===== src/hdl/brk4_pkg.sv =====
// Package for the Blasius RK4 stepper: widths, constants, sequencer codes and fixed-point helpers.
package brk4_pkg;

    localparam int DATA_W     = 32;
    localparam int FRAC_W     = 24;
    localparam int PROD_W     = 2 * DATA_W;
    localparam int STEP_W     = 25;
    localparam int MAX_W      = 16;
    localparam int CFG_IDX_W  = 2;
    localparam int CFG_DATA_W = 32;
    localparam int OVF_W      = PROD_W - FRAC_W - DATA_W + 1;

    typedef logic signed [DATA_W-1:0] t_word;
    typedef logic signed [PROD_W-1:0] t_prod;

    localparam t_word WORD_MAX    = {1'b0, {(DATA_W-1){1'b1}}};
    localparam t_word WORD_MIN    = {1'b1, {(DATA_W-1){1'b0}}};
    localparam t_word CURVE_RESET = DATA_W'(64'd1 << FRAC_W);
    localparam t_word SIXTH       = DATA_W'(((64'd1 << FRAC_W) + 64'd3) / 64'd6);
    localparam t_word NEG_HALF    = DATA_W'(-(64'sd1 <<< (FRAC_W - 1)));

    localparam logic [STEP_W-1:0] STEP_RESET = STEP_W'(167772);
    localparam logic [MAX_W-1:0]  MAX_RESET  = MAX_W'(1000);

    localparam logic [CFG_IDX_W-1:0] CFG_STEP_SIZE  = CFG_IDX_W'(0);
    localparam logic [CFG_IDX_W-1:0] CFG_INIT_CURVE = CFG_IDX_W'(1);
    localparam logic [CFG_IDX_W-1:0] CFG_MAX_STEPS  = CFG_IDX_W'(2);

    typedef enum logic [2:0] {
        ST_IDLE,
        ST_MUL,
        ST_WB,
        ST_ACC,
        ST_OUT
    } t_state;

    typedef enum logic [3:0] {
        OP_COEF,
        OP_P,
        OP_K,
        OP_T0,
        OP_T1,
        OP_T2,
        OP_Y0,
        OP_Y1,
        OP_Y2
    } t_op;

    function automatic t_word sat_add(input t_word a, input t_word b);
        logic signed [DATA_W:0] s;
        s = {a[DATA_W-1], a} + {b[DATA_W-1], b};
        if (s[DATA_W] != s[DATA_W-1]) begin
            return s[DATA_W] ? WORD_MIN : WORD_MAX;
        end
        return s[DATA_W-1:0];
    endfunction

    // Taking the upper bits of the product is a floor shift; saturate if the
    // bits above the kept word are not a plain sign extension.
    function automatic t_word mul_scale(input t_prod p);
        logic [OVF_W-1:0] top;
        top = p[PROD_W-1:FRAC_W+DATA_W-1];
        if (top != '0 && top != '1) begin
            return p[PROD_W-1] ? WORD_MIN : WORD_MAX;
        end
        return p[FRAC_W+DATA_W-1:FRAC_W];
    endfunction

endpackage


===== src/hdl/blasius_rk4_stepper_top.sv =====
// Top level of the Blasius RK4 stepper: sequencer around one shared multiplier.
//
// Usage: each input word carries i_restart. A restart loads f = 0, f' = 0,
// f'' = initial curvature, eta = 0 and returns that point. An advance takes
// one classic RK4 step of size step_size and returns eta, f, f', f''; once
// the step count reaches max_steps an advance returns the held point with
// o_done_res set. Every input word gives exactly one output word.
// Input channel: i_in_valid / o_in_stall; a word is taken when valid is high
// and stall is low. o_in_stall is high while an item is in work.
// Output channel: o_out_valid / i_out_stall, held in an output register.
// Config channel: i_cfg_valid / o_cfg_ready (always ready), index 0 is
// step_size, 1 initial_curvature, 2 max_steps; write only while idle.
// Sequence: an advance runs 21 products through the one 32x32 multiplier,
// each as a multiply state, then a scale/saturate/add writeback state, with
// a stage accumulation state after each RK stage; the result is then registered.
// Restart and held advances go straight to the output state. No new word is
// taken until the current result is registered and the sequencer is idle.
// Reset (synchronous, active low) loads the default registers and the
// starting point with f'' = 1.0. A stalled receiver holds the result; the
// sequencer then waits in its output state until the register is free.
module blasius_rk4_stepper_top (
    input  logic                                     i_clk,
    input  logic                                     i_rst_n,
    input  logic                                     i_in_valid,
    output logic                                     o_in_stall,
    input  logic                                     i_restart,
    output logic                                     o_out_valid,
    input  logic                                     i_out_stall,
    output logic signed [brk4_pkg::DATA_W-1:0]       o_eta_pos,
    output logic signed [brk4_pkg::DATA_W-1:0]       o_f_value,
    output logic signed [brk4_pkg::DATA_W-1:0]       o_f_slope,
    output logic signed [brk4_pkg::DATA_W-1:0]       o_f_curve,
    output logic                                     o_done_res,
    input  logic                                     i_cfg_valid,
    output logic                                     o_cfg_ready,
    input  logic [brk4_pkg::CFG_IDX_W-1:0]           i_cfg_index,
    input  logic [brk4_pkg::CFG_DATA_W-1:0]          i_cfg_data
);
    import brk4_pkg::*;

    // Configuration registers.
    logic [STEP_W-1:0] r_step_size;
    t_word             r_init_curve;
    logic [MAX_W-1:0]  r_max_steps;

    // Sequencer.
    t_state r_state, n_state;
    t_op    r_op, n_op;
    logic [1:0] r_stage, n_stage;

    // Solution state.
    t_word r_y0, n_y0, r_y1, n_y1, r_y2, n_y2, r_eta, n_eta;
    logic [MAX_W-1:0] r_count, n_count;

    // Working values.
    t_word r_t0, n_t0, r_t1, n_t1, r_t2, n_t2;
    t_word r_acc0, n_acc0, r_acc1, n_acc1, r_acc2, n_acc2;
    t_word r_p, n_p, r_kq, n_kq, r_coef, n_coef;
    t_prod r_prod, n_prod;

    // Output register.
    logic  r_out_valid, n_out_valid;
    t_word r_o_eta, n_o_eta, r_o_f, n_o_f, r_o_slope, n_o_slope, r_o_curve, n_o_curve;
    logic  r_o_done, n_o_done;

    t_word h, hh, w, mul_a, mul_b, q;
    t_word acc_in0, acc_in1, acc_in2;
    t_prod prod_full;
    logic  dbl_sel, first_stage;

    assign h  = t_word'({{(DATA_W-STEP_W){1'b0}}, r_step_size});
    assign hh = h >>> 1;
    // The first two trial points use h/2, the third uses h.
    assign w  = (r_stage == 2'd2) ? h : hh;

    always_comb begin
        case (r_op)
            OP_COEF: begin mul_a = SIXTH;    mul_b = h;      end
            OP_P:    begin mul_a = NEG_HALF; mul_b = r_t0;   end
            OP_K:    begin mul_a = r_p;      mul_b = r_t2;   end
            OP_T0:   begin mul_a = w;        mul_b = r_t1;   end
            OP_T1:   begin mul_a = w;        mul_b = r_t2;   end
            OP_T2:   begin mul_a = w;        mul_b = r_kq;   end
            OP_Y0:   begin mul_a = r_coef;   mul_b = r_acc0; end
            OP_Y1:   begin mul_a = r_coef;   mul_b = r_acc1; end
            OP_Y2:   begin mul_a = r_coef;   mul_b = r_acc2; end
            default: begin mul_a = SIXTH;    mul_b = h;      end
        endcase
    end

    assign prod_full = t_prod'(mul_a) * t_prod'(mul_b);
    assign q         = mul_scale(r_prod);

    // Middle stages carry weight two in the final sum.
    assign dbl_sel     = (r_stage == 2'd1) || (r_stage == 2'd2);
    assign first_stage = (r_stage == 2'd0);
    assign acc_in0     = dbl_sel ? sat_add(r_t1, r_t1) : r_t1;
    assign acc_in1     = dbl_sel ? sat_add(r_t2, r_t2) : r_t2;
    assign acc_in2     = dbl_sel ? sat_add(r_kq, r_kq) : r_kq;

    always_comb begin
        n_state     = r_state;
        n_op        = r_op;
        n_stage     = r_stage;
        n_y0        = r_y0;
        n_y1        = r_y1;
        n_y2        = r_y2;
        n_eta       = r_eta;
        n_count     = r_count;
        n_t0        = r_t0;
        n_t1        = r_t1;
        n_t2        = r_t2;
        n_acc0      = r_acc0;
        n_acc1      = r_acc1;
        n_acc2      = r_acc2;
        n_p         = r_p;
        n_kq        = r_kq;
        n_coef      = r_coef;
        n_prod      = r_prod;
        n_out_valid = r_out_valid;
        n_o_eta     = r_o_eta;
        n_o_f       = r_o_f;
        n_o_slope   = r_o_slope;
        n_o_curve   = r_o_curve;
        n_o_done    = r_o_done;

        if (r_out_valid && !i_out_stall) begin
            n_out_valid = 1'b0;
        end

        case (r_state)
            ST_IDLE: begin
                if (i_in_valid) begin
                    if (i_restart) begin
                        n_y0    = '0;
                        n_y1    = '0;
                        n_y2    = r_init_curve;
                        n_eta   = '0;
                        n_count = '0;
                        n_state = ST_OUT;
                    end else if (r_count < r_max_steps) begin
                        // The first derivative is taken at the current point.
                        n_t0    = r_y0;
                        n_t1    = r_y1;
                        n_t2    = r_y2;
                        n_op    = OP_COEF;
                        n_stage = 2'd0;
                        n_state = ST_MUL;
                    end else begin
                        n_state = ST_OUT;
                    end
                end
            end
            ST_MUL: begin
                n_prod  = prod_full;
                n_state = ST_WB;
            end
            ST_WB: begin
                n_state = ST_MUL;
                case (r_op)
                    OP_COEF: begin n_coef = q; n_op = OP_P; end
                    OP_P:    begin n_p = q;    n_op = OP_K; end
                    OP_K:    begin n_kq = q;   n_state = ST_ACC; end
                    OP_T0:   begin n_t0 = sat_add(r_y0, q); n_op = OP_T1; end
                    OP_T1:   begin n_t1 = sat_add(r_y1, q); n_op = OP_T2; end
                    OP_T2: begin
                        n_t2    = sat_add(r_y2, q);
                        n_stage = r_stage + 2'd1;
                        n_op    = OP_P;
                    end
                    OP_Y0:   begin n_y0 = sat_add(r_y0, q); n_op = OP_Y1; end
                    OP_Y1:   begin n_y1 = sat_add(r_y1, q); n_op = OP_Y2; end
                    OP_Y2: begin
                        n_y2    = sat_add(r_y2, q);
                        n_eta   = sat_add(r_eta, h);
                        n_count = r_count + MAX_W'(1);
                        n_state = ST_OUT;
                    end
                    default: n_state = ST_IDLE;
                endcase
            end
            ST_ACC: begin
                n_acc0  = sat_add(first_stage ? t_word'(0) : r_acc0, acc_in0);
                n_acc1  = sat_add(first_stage ? t_word'(0) : r_acc1, acc_in1);
                n_acc2  = sat_add(first_stage ? t_word'(0) : r_acc2, acc_in2);
                n_op    = (r_stage == 2'd3) ? OP_Y0 : OP_T0;
                n_state = ST_MUL;
            end
            ST_OUT: begin
                if (!r_out_valid || !i_out_stall) begin
                    n_o_eta     = r_eta;
                    n_o_f       = r_y0;
                    n_o_slope   = r_y1;
                    n_o_curve   = r_y2;
                    n_o_done    = (r_count >= r_max_steps);
                    n_out_valid = 1'b1;
                    n_state     = ST_IDLE;
                end
            end
            default: n_state = ST_IDLE;
        endcase
    end

    always_ff @(posedge i_clk) begin
        if (!i_rst_n) begin
            r_state     <= ST_IDLE;
            r_op        <= OP_COEF;
            r_stage     <= 2'd0;
            r_y0        <= '0;
            r_y1        <= '0;
            r_y2        <= CURVE_RESET;
            r_eta       <= '0;
            r_count     <= '0;
            r_out_valid <= 1'b0;
        end else begin
            r_state     <= n_state;
            r_op        <= n_op;
            r_stage     <= n_stage;
            r_y0        <= n_y0;
            r_y1        <= n_y1;
            r_y2        <= n_y2;
            r_eta       <= n_eta;
            r_count     <= n_count;
            r_out_valid <= n_out_valid;
        end
    end

    always_ff @(posedge i_clk) begin
        r_t0      <= n_t0;
        r_t1      <= n_t1;
        r_t2      <= n_t2;
        r_acc0    <= n_acc0;
        r_acc1    <= n_acc1;
        r_acc2    <= n_acc2;
        r_p       <= n_p;
        r_kq      <= n_kq;
        r_coef    <= n_coef;
        r_prod    <= n_prod;
        r_o_eta   <= n_o_eta;
        r_o_f     <= n_o_f;
        r_o_slope <= n_o_slope;
        r_o_curve <= n_o_curve;
        r_o_done  <= n_o_done;
    end

    always_ff @(posedge i_clk) begin
        if (!i_rst_n) begin
            r_step_size  <= STEP_RESET;
            r_init_curve <= CURVE_RESET;
            r_max_steps  <= MAX_RESET;
        end else if (i_cfg_valid) begin
            case (i_cfg_index)
                CFG_STEP_SIZE:  r_step_size  <= i_cfg_data[STEP_W-1:0];
                CFG_INIT_CURVE: r_init_curve <= t_word'(i_cfg_data[DATA_W-1:0]);
                CFG_MAX_STEPS:  r_max_steps  <= i_cfg_data[MAX_W-1:0];
                default: ;
            endcase
        end
    end

    assign o_in_stall  = (r_state != ST_IDLE);
    assign o_cfg_ready = 1'b1;
    assign o_out_valid = r_out_valid;
    assign o_eta_pos   = r_o_eta;
    assign o_f_value   = r_o_f;
    assign o_f_slope   = r_o_slope;
    assign o_f_curve   = r_o_curve;
    assign o_done_res  = r_o_done;

`ifndef ASSERT_OFF
    a_accept_busy: assert property (@(posedge i_clk) disable iff (!i_rst_n)
        (i_in_valid && !o_in_stall) |=> o_in_stall)
        else $error("block ready right after taking a word");

    a_out_from_seq: assert property (@(posedge i_clk) disable iff (!i_rst_n)
        $rose(o_out_valid) |-> $past(r_state == ST_OUT))
        else $error("result shown outside the output state");

    a_no_trial_last_stage: assert property (@(posedge i_clk) disable iff (!i_rst_n)
        ((r_state == ST_MUL) && (r_op == OP_T0 || r_op == OP_T1 || r_op == OP_T2))
        |-> (r_stage != 2'd3))
        else $error("trial point computed in the last RK stage");
`endif

endmodule

===== config.mk =====
export PLATFORM = sky130hd
export DESIGN_NAME = blasius_rk4_stepper_top
export DESIGN_NICKNAME = d
export VERILOG_FILES = /design/src/hdl/brk4_pkg.sv /design/src/hdl/blasius_rk4_stepper_top.sv
export SDC_FILE = /design/constraint.sdc
export NUM_CORES = 2
export LEC_CHECK = 0
export BUFFER_PORTS_ARGS = -buffer_cell sky130_fd_sc_hd__buf_2
export CAP_MARGIN = 20
export CORE_MARGIN = 1
export CORE_UTILIZATION = 45
export DETAILED_ROUTE_END_ITERATION = 12
export GPL_ROUTABILITY_DRIVEN = 0
export PLACE_DENSITY = 0.62
export RECOVER_POWER = 50
export SLEW_MARGIN = 20
export SYNTH_ARGS = -nofsm -noshare
export SYNTH_HDL_FRONTEND = slang
export SYNTH_SLANG_ARGS = --single-unit
export TNS_END_PERCENT = 10

===== constraint.sdc =====
create_clock -name i_clk -period 12.65 [get_ports i_clk]
set_input_delay 1.265 -clock i_clk [delete_from_list [all_inputs] [get_ports i_clk]]
set_output_delay 1.265 -clock i_clk [all_outputs]
set_load 0.005 [all_outputs]

# After elaboration in Yosys (flattened, before gate mapping)
# Cells that the tools add are included.
dict set report word_totals {
  ram_bits 0
  n_memories 0
  elab_cells 240
  regBits 708
  latchBits 0
  out_inout_bits 132
  in_bits 40
  rom_bits 0
}
dict set report op_classes {
  n_eq_ne 40
  n_addsub 12
  n_reduce_logical 34
  shift 0
  mux 124
  magnitude_cmp 2
  multipliers 1
  n_bitwise 0
  div_mod_pow 0
}
# op count
set op_table {}
lappend op_table {{32-bit 2-to-1 mux} 62}
lappend op_table {{32-bit case mux with 2 select lines} 7}
lappend op_table {{32-bit by 32-bit adder with 33-bit output} 9}
lappend op_table {{32-bit case mux with 7 select lines} 1}
lappend op_table {{32-bit case mux with 4 select lines} 1}
lappend op_table {{32-bit by 32-bit multiplier with 64-bit output} 1}
lappend op_table {{16-bit 2-to-1 mux} 3}
lappend op_table {{32-bit by 26-bit adder with 33-bit output} 1}
lappend op_table {{16-bit case mux with 2 select lines} 1}
lappend op_table {{1-bit 2-to-1 mux} 31}
lappend op_table {{25-bit 2-to-1 mux} 1}
lappend op_table {{4-bit case mux with 6 select lines} 1}
lappend op_table {{5-bit AND reduction} 4}
lappend op_table {{16-bit by 1-bit adder with 16-bit output (second input constant)} 1}
lappend op_table {{4-bit by 3-bit equality test with 1-bit output (second input constant)} 4}
lappend op_table {{16-bit greater-or-equal comparator} 1}
lappend op_table {{16-bit less-than comparator} 1}
lappend op_table {{2-bit AND reduction} 8}
lappend op_table {{3-bit 2-to-1 mux} 5}
lappend op_table {{3-bit case mux with 5 select lines} 1}
lappend op_table {{4-bit 2-to-1 mux} 3}
lappend op_table {{2-bit != test (second input constant)} 6}
lappend op_table {{4-bit case mux with 3 select lines} 1}
lappend op_table {{4-bit AND reduction} 3}
lappend op_table {{other kinds (28)} 56}

# Logic depth before layout (Yosys ltp)
dict set report depth {
  depth_word 12
  mapped_depth 39
  mapped_depth_nobuf 35
}

# Least setup slack after synthesis
# Ideal clock, no wire load.
dict set report synth_path {
  kind {register -> register}
  from {register r_op[1]}
  to {register r_prod[63], data pin}
  slack_ns 2.834
  stages_incl_launch_ff 36
  arrival_ns 9.556
  required_ns 12.390
  path_buffers 4
  period_less_slack_ns 9.816
  setup_time_ns 0.260
  cell_sequence {dfxtp_1 -> buf_4 -> buf_2 -> nand2_1 -> nor3_1 -> clkbuf_1 -> a22o_1 -> a21oi_1 -> o21ai_0 -> a221o_1 -> clkbuf_1 -> nand2_1 -> fa_1 -> fa_1 -> inv_1 -> fa_1 -> fa_1 -> inv_1 -> fa_1 -> inv_1 -> fa_1 -> fa_1 -> inv_1 -> fa_1 -> inv_1 -> ha_1 -> and3_1 -> and2_1 -> a21o_1 -> a21o_1 -> a21oi_1 -> a2bb2oi_1 -> o21ai_1 -> a211o_1 -> a21oi_1 -> xnor2_1}
}
dict set report synth_between {
  elab_chain_cells 4
  elab_cells_between_ends 14
  classes_between {1 x mul; 8 x eq/ne; 2 x mux; 3 x reduce/logical}
}
# item line_no
set synth_lines {}
lappend synth_lines {{from (decl)} blasius_rk4_stepper_top.sv:48} ;# t_op r_op, n_op;
lappend synth_lines {{from (signal assigned)} blasius_rk4_stepper_top.sv:217} ;# r_op <= n_op;
lappend synth_lines {{4-bit by 3-bit equality test with 1-bit output (tied with other cells)} blasius_rk4_stepper_top.sv:77} ;# case (r_op)
lappend synth_lines {{2-bit OR reduction (no source line) or 3-bit OR reduction (tied branches)} --}
lappend synth_lines {{32-bit case mux with 7 select lines or 32-bit case mux with 4 select lines (tied branches)} blasius_rk4_stepper_top.sv:77}
lappend synth_lines {{32-bit by 32-bit multiplier with 64-bit output (*)} blasius_rk4_stepper_top.sv:91} ;# assign prod_full = t_prod'(mul_a) * t_prod'(mul_b);
lappend synth_lines {{named net prod_full[63]} blasius_rk4_stepper_top.sv:68} ;# t_prod prod_full;
lappend synth_lines {{to (signal assigned)} blasius_rk4_stepper_top.sv:238} ;# r_prod <= n_prod;
lappend synth_lines {{to (decl)} blasius_rk4_stepper_top.sv:59} ;# t_prod r_prod, n_prod;
# Mark *: on every way through the listed nets, which the timed path passes. The rest lies on a longest branch.
# A chain may end at the register's enable or synchronous reset.

# Worst setup path in the final report
dict set report layout_path {
  from {register r_op[3]}
  to {register r_prod[63], data pin}
}
# Same word-level chain as after synthesis.

==> metrics.txt <==
outcome finished with violations; failing checks capacitance limit, slew limit; Final Slew Violations 442; Yosys reg bits 684; crit path launch type flip-flop; P&R area growth vs syn 8.461%; Final Hold Viols 0; Max stage delay on crit path 0.95 ns; first-pass GRT wire length 385.6 mm; Mapped Cells 8212; ys flop type edfxtp_1; Final #Nets 9784; delay-heaviest family, CP adder cells; largest net degree at the start of global routing 98; DR WL/cell 24.63 µm; Max-slew headroom -183.7%; syn_nets 9766; Die W 412.3 µm; GRT Total Usage 30.58%; Setup-failing EPs final 0; CORE AREA 167200 µm²; largest register by flop count r_prod; Setup Crit Path Kind reg2reg; dpl hpwl 200.2 mm; Layout fillers 15670; number of enable flip-flop cells after synthesis 457; PortBufs 170; sequential area share after synthesis 24.11%; MaxCap Viol Count 10; Post-CTS Hold Fix Bufs 0; HP Class reg2reg; 1st-iter DRT viols 6402; die area 170000 µm²; PD cells 185.5 nW/µm²; TritonCTS clock tree built; final cycle utilization of the critical path 93.82%; Critical Path Slowest Stage Cell fa_1; CP arrival 12.30 ns; # rows 150; CP bufs+invs 7; starting density of the core 45.31%; H-Tree Depth 3; Fin Clk Skew 0.06396 ns; RSZ-0062 raised after global routing no; Die Y 412.3 µm; Req. time, crit path 13.08 ns; antenna viol nets, final 0; leakage power 36.51 nW; largest fanout on the critical path 19; worst vdd ir 593.5 µV; Post-route DRC 0; GRT overflow 0; TritonCTS sink count 684; number of flip-flops under the largest register name 40; TritonCTS Buffers 74; vias post-DR 61600; DRT Wirelength 258.7 mm; CTS root buffer clkbuf_16; Avg Cell Area, Syn 9.226 µm²; layout cells sized above 1 6.368%; asr flop ratio synth 0%; clock latency on the worst-skew pair 0.73 ns; drt pass-1 iters 6; Slew @ Worst Pin 4.256 ns; synth unique cells 105; Ys Warns 0; Final Core Density 49.14%; Resize count post-CTS 0; mapped cell area 75760 µm²; Boundary Pins 172; initial antenna violation count 11; CTS Buffer Depth 3; cell mode on critical path fa_1; vias in the first global route 60730; # Post-CTS Setup Buffers 0; Period minus WS final 11.87 ns; CP Capture Type flip-flop; via density per instance 5.864; fmax 84.26 MHz; final setup TNS 0 ns; clock transition at the registers of the reported paths 0.06 ns
## placed cells by master, fill, tap and decap left out, types with 31 or more instances in the layout
cell type,instances
inv_1,1174
fa_1,1088
nand2_1,1026
nor2_1,696
a21oi_1,552
edfxtp_1,457
ha_1,424
o21ai_0,412
dfxtp_1,225
buf_4,171
a21o_1,166
xnor2_1,158
nor2b_1,142
nand3_1,137
clkbuf_1,115
xor2_1,99
buf_2,92
nand2b_1,78
clkbuf_16,78
o21a_1,71
a22oi_1,71
a221o_1,53
maj3_1,51
nor3_1,50
o21bai_1,47
and2_1,46
a31oi_1,41
mux2i_1,31
## worst register-to-register path: cells and delay by family, from the launching register on
family | cells | cell delay (ns)
adder cells (fa/ha/maj) | 9 | 5.01
AO/OA/AOI/OAI | 10 | 2.68
AND/OR/NAND/NOR | 4 | 1.65
buffers and inverters | 7 | 1.36
flip-flops | 1 | 0.80
XOR/XNOR | 1 | 0.08
## cells in the mapped netlist (20+ instances only)
cell         n  area [µm²]
maj3_1      51       510.5
clkbuf_1   376        1411
o22ai_1     29       181.4
o21a_1      71       533.0
inv_1     1174        4407
xor2_1      99       867.1
a221o_1     55       550.5
o21bai_1    47       352.8
o211ai_1    20       150.1
buf_2       22       110.1
dfxtp_1    227        4544
mux2i_1     32       320.3
a22oi_1     71       533.0
and3_1      29       181.4
nand3_1    137       685.7
nand2_1   1027        3855
a21oi_1    555        2778
nand4_1     28       175.2
xnor2_1    161        1410
edfxtp_1   457       13720
buf_1       21       78.83
a211oi_1    31       232.7
fa_1      1088       21780
a221oi_1    40       350.3
and2_1      47       294.0
o31ai_1     21       157.7
o21ai_1     21       105.1
nor3_1      55       275.3
a31oi_1     41       256.5
nand2b_1    79       494.2
ha_1       426        5330
nor2_1     701        2631
nor2b_1    142       888.4
a21o_1     167        1254
o21ai_0    422        2112
## path summary, 6_finish.rpt
kind / slack (ns) / start / end / depth (start not counted)
setup reg to reg: 0.78 / r_op[3] / r_prod[63] / 31
hold / removal: 0.46 / r_max_steps[11] / r_max_steps[11] / 2
setup / recovery: 0.78 / r_op[3] / r_prod[63] / 31
hold reg to reg: 0.46 / r_max_steps[11] / r_max_steps[11] / 2
## metrics by stage
stage | setup WS [ns] | total power [mW] | hold WS [ns] | cell area [µm²] | std cells
final | 0.7823 | 15.25 | 0.4582 | 82170 | 10510
after global routing | 0.2157 | 16.31 | 0.4751 | 82150 | 10500
after CTS | 0.9461 | 15.01 | 0.4568 | 82340 | 10490
after detailed placement | 1.018 | 12.56 | 0.4483 | 79800 | 10360
after global placement | 1.222 | 12.54 | 0.4422 | 79770 | 10350
after floorplan | 2.834 | 9.622 | 0.4320 | 75760 | 8212
## kinds of logic (layout without fill, tap and decap cells)
group                    count (synthesis)  count (layout)  synth area share (%)
AND/OR/NAND/NOR                       2322            2322                 13.28
AO/OA/AOI/OAI                         1724            1724                 14.38
flip-flops                             684             684                 24.11
other                                    1              11              0.004950
adder cells (fa/ha/maj)               1566            1566                 36.47
multiplexers                            51              51                0.7052
XOR/XNOR                               261             261                 3.027
buffers and inverters                 1603            1683                 8.023
## per-layer routing
metal | up-vias | routed length, µm | share of wire (%) | track usage (%)
li1 | 27010 | - | - | -
met1 | 30930 | 102300 | 40 | 40.77
met5 | - | 0 | 0 | 0
met2 | 3045 | 114500 | 44 | 46.86
met3 | 625 | 25720 | 9.9 | 5.931
met4 | 0 | 16210 | 6.3 | 16.72
## cell type report
cell class / instances / area, µm² / area share, %
diodes: 10 / 25.02 / 0.03045
clock inverters: 45 / 504.2 / 0.6136
multi-input cells: 5925 / 51990 / 63.28
repair buffers: 368 / 2173 / 2.645
inverters: 1177 / 4419 / 5.378
well taps: 2204 / 2758 / 3.356
flip-flops and latches: 684 / 18270 / 22.23
clock buffers: 93 / 2028 / 2.468
## power by group
part	switching, mW	internal [mW]
sequential	0.0677	2.71
combinational	6.44	3.73
clock	1.04	1.25
Power figures use the tool's default switching activity.
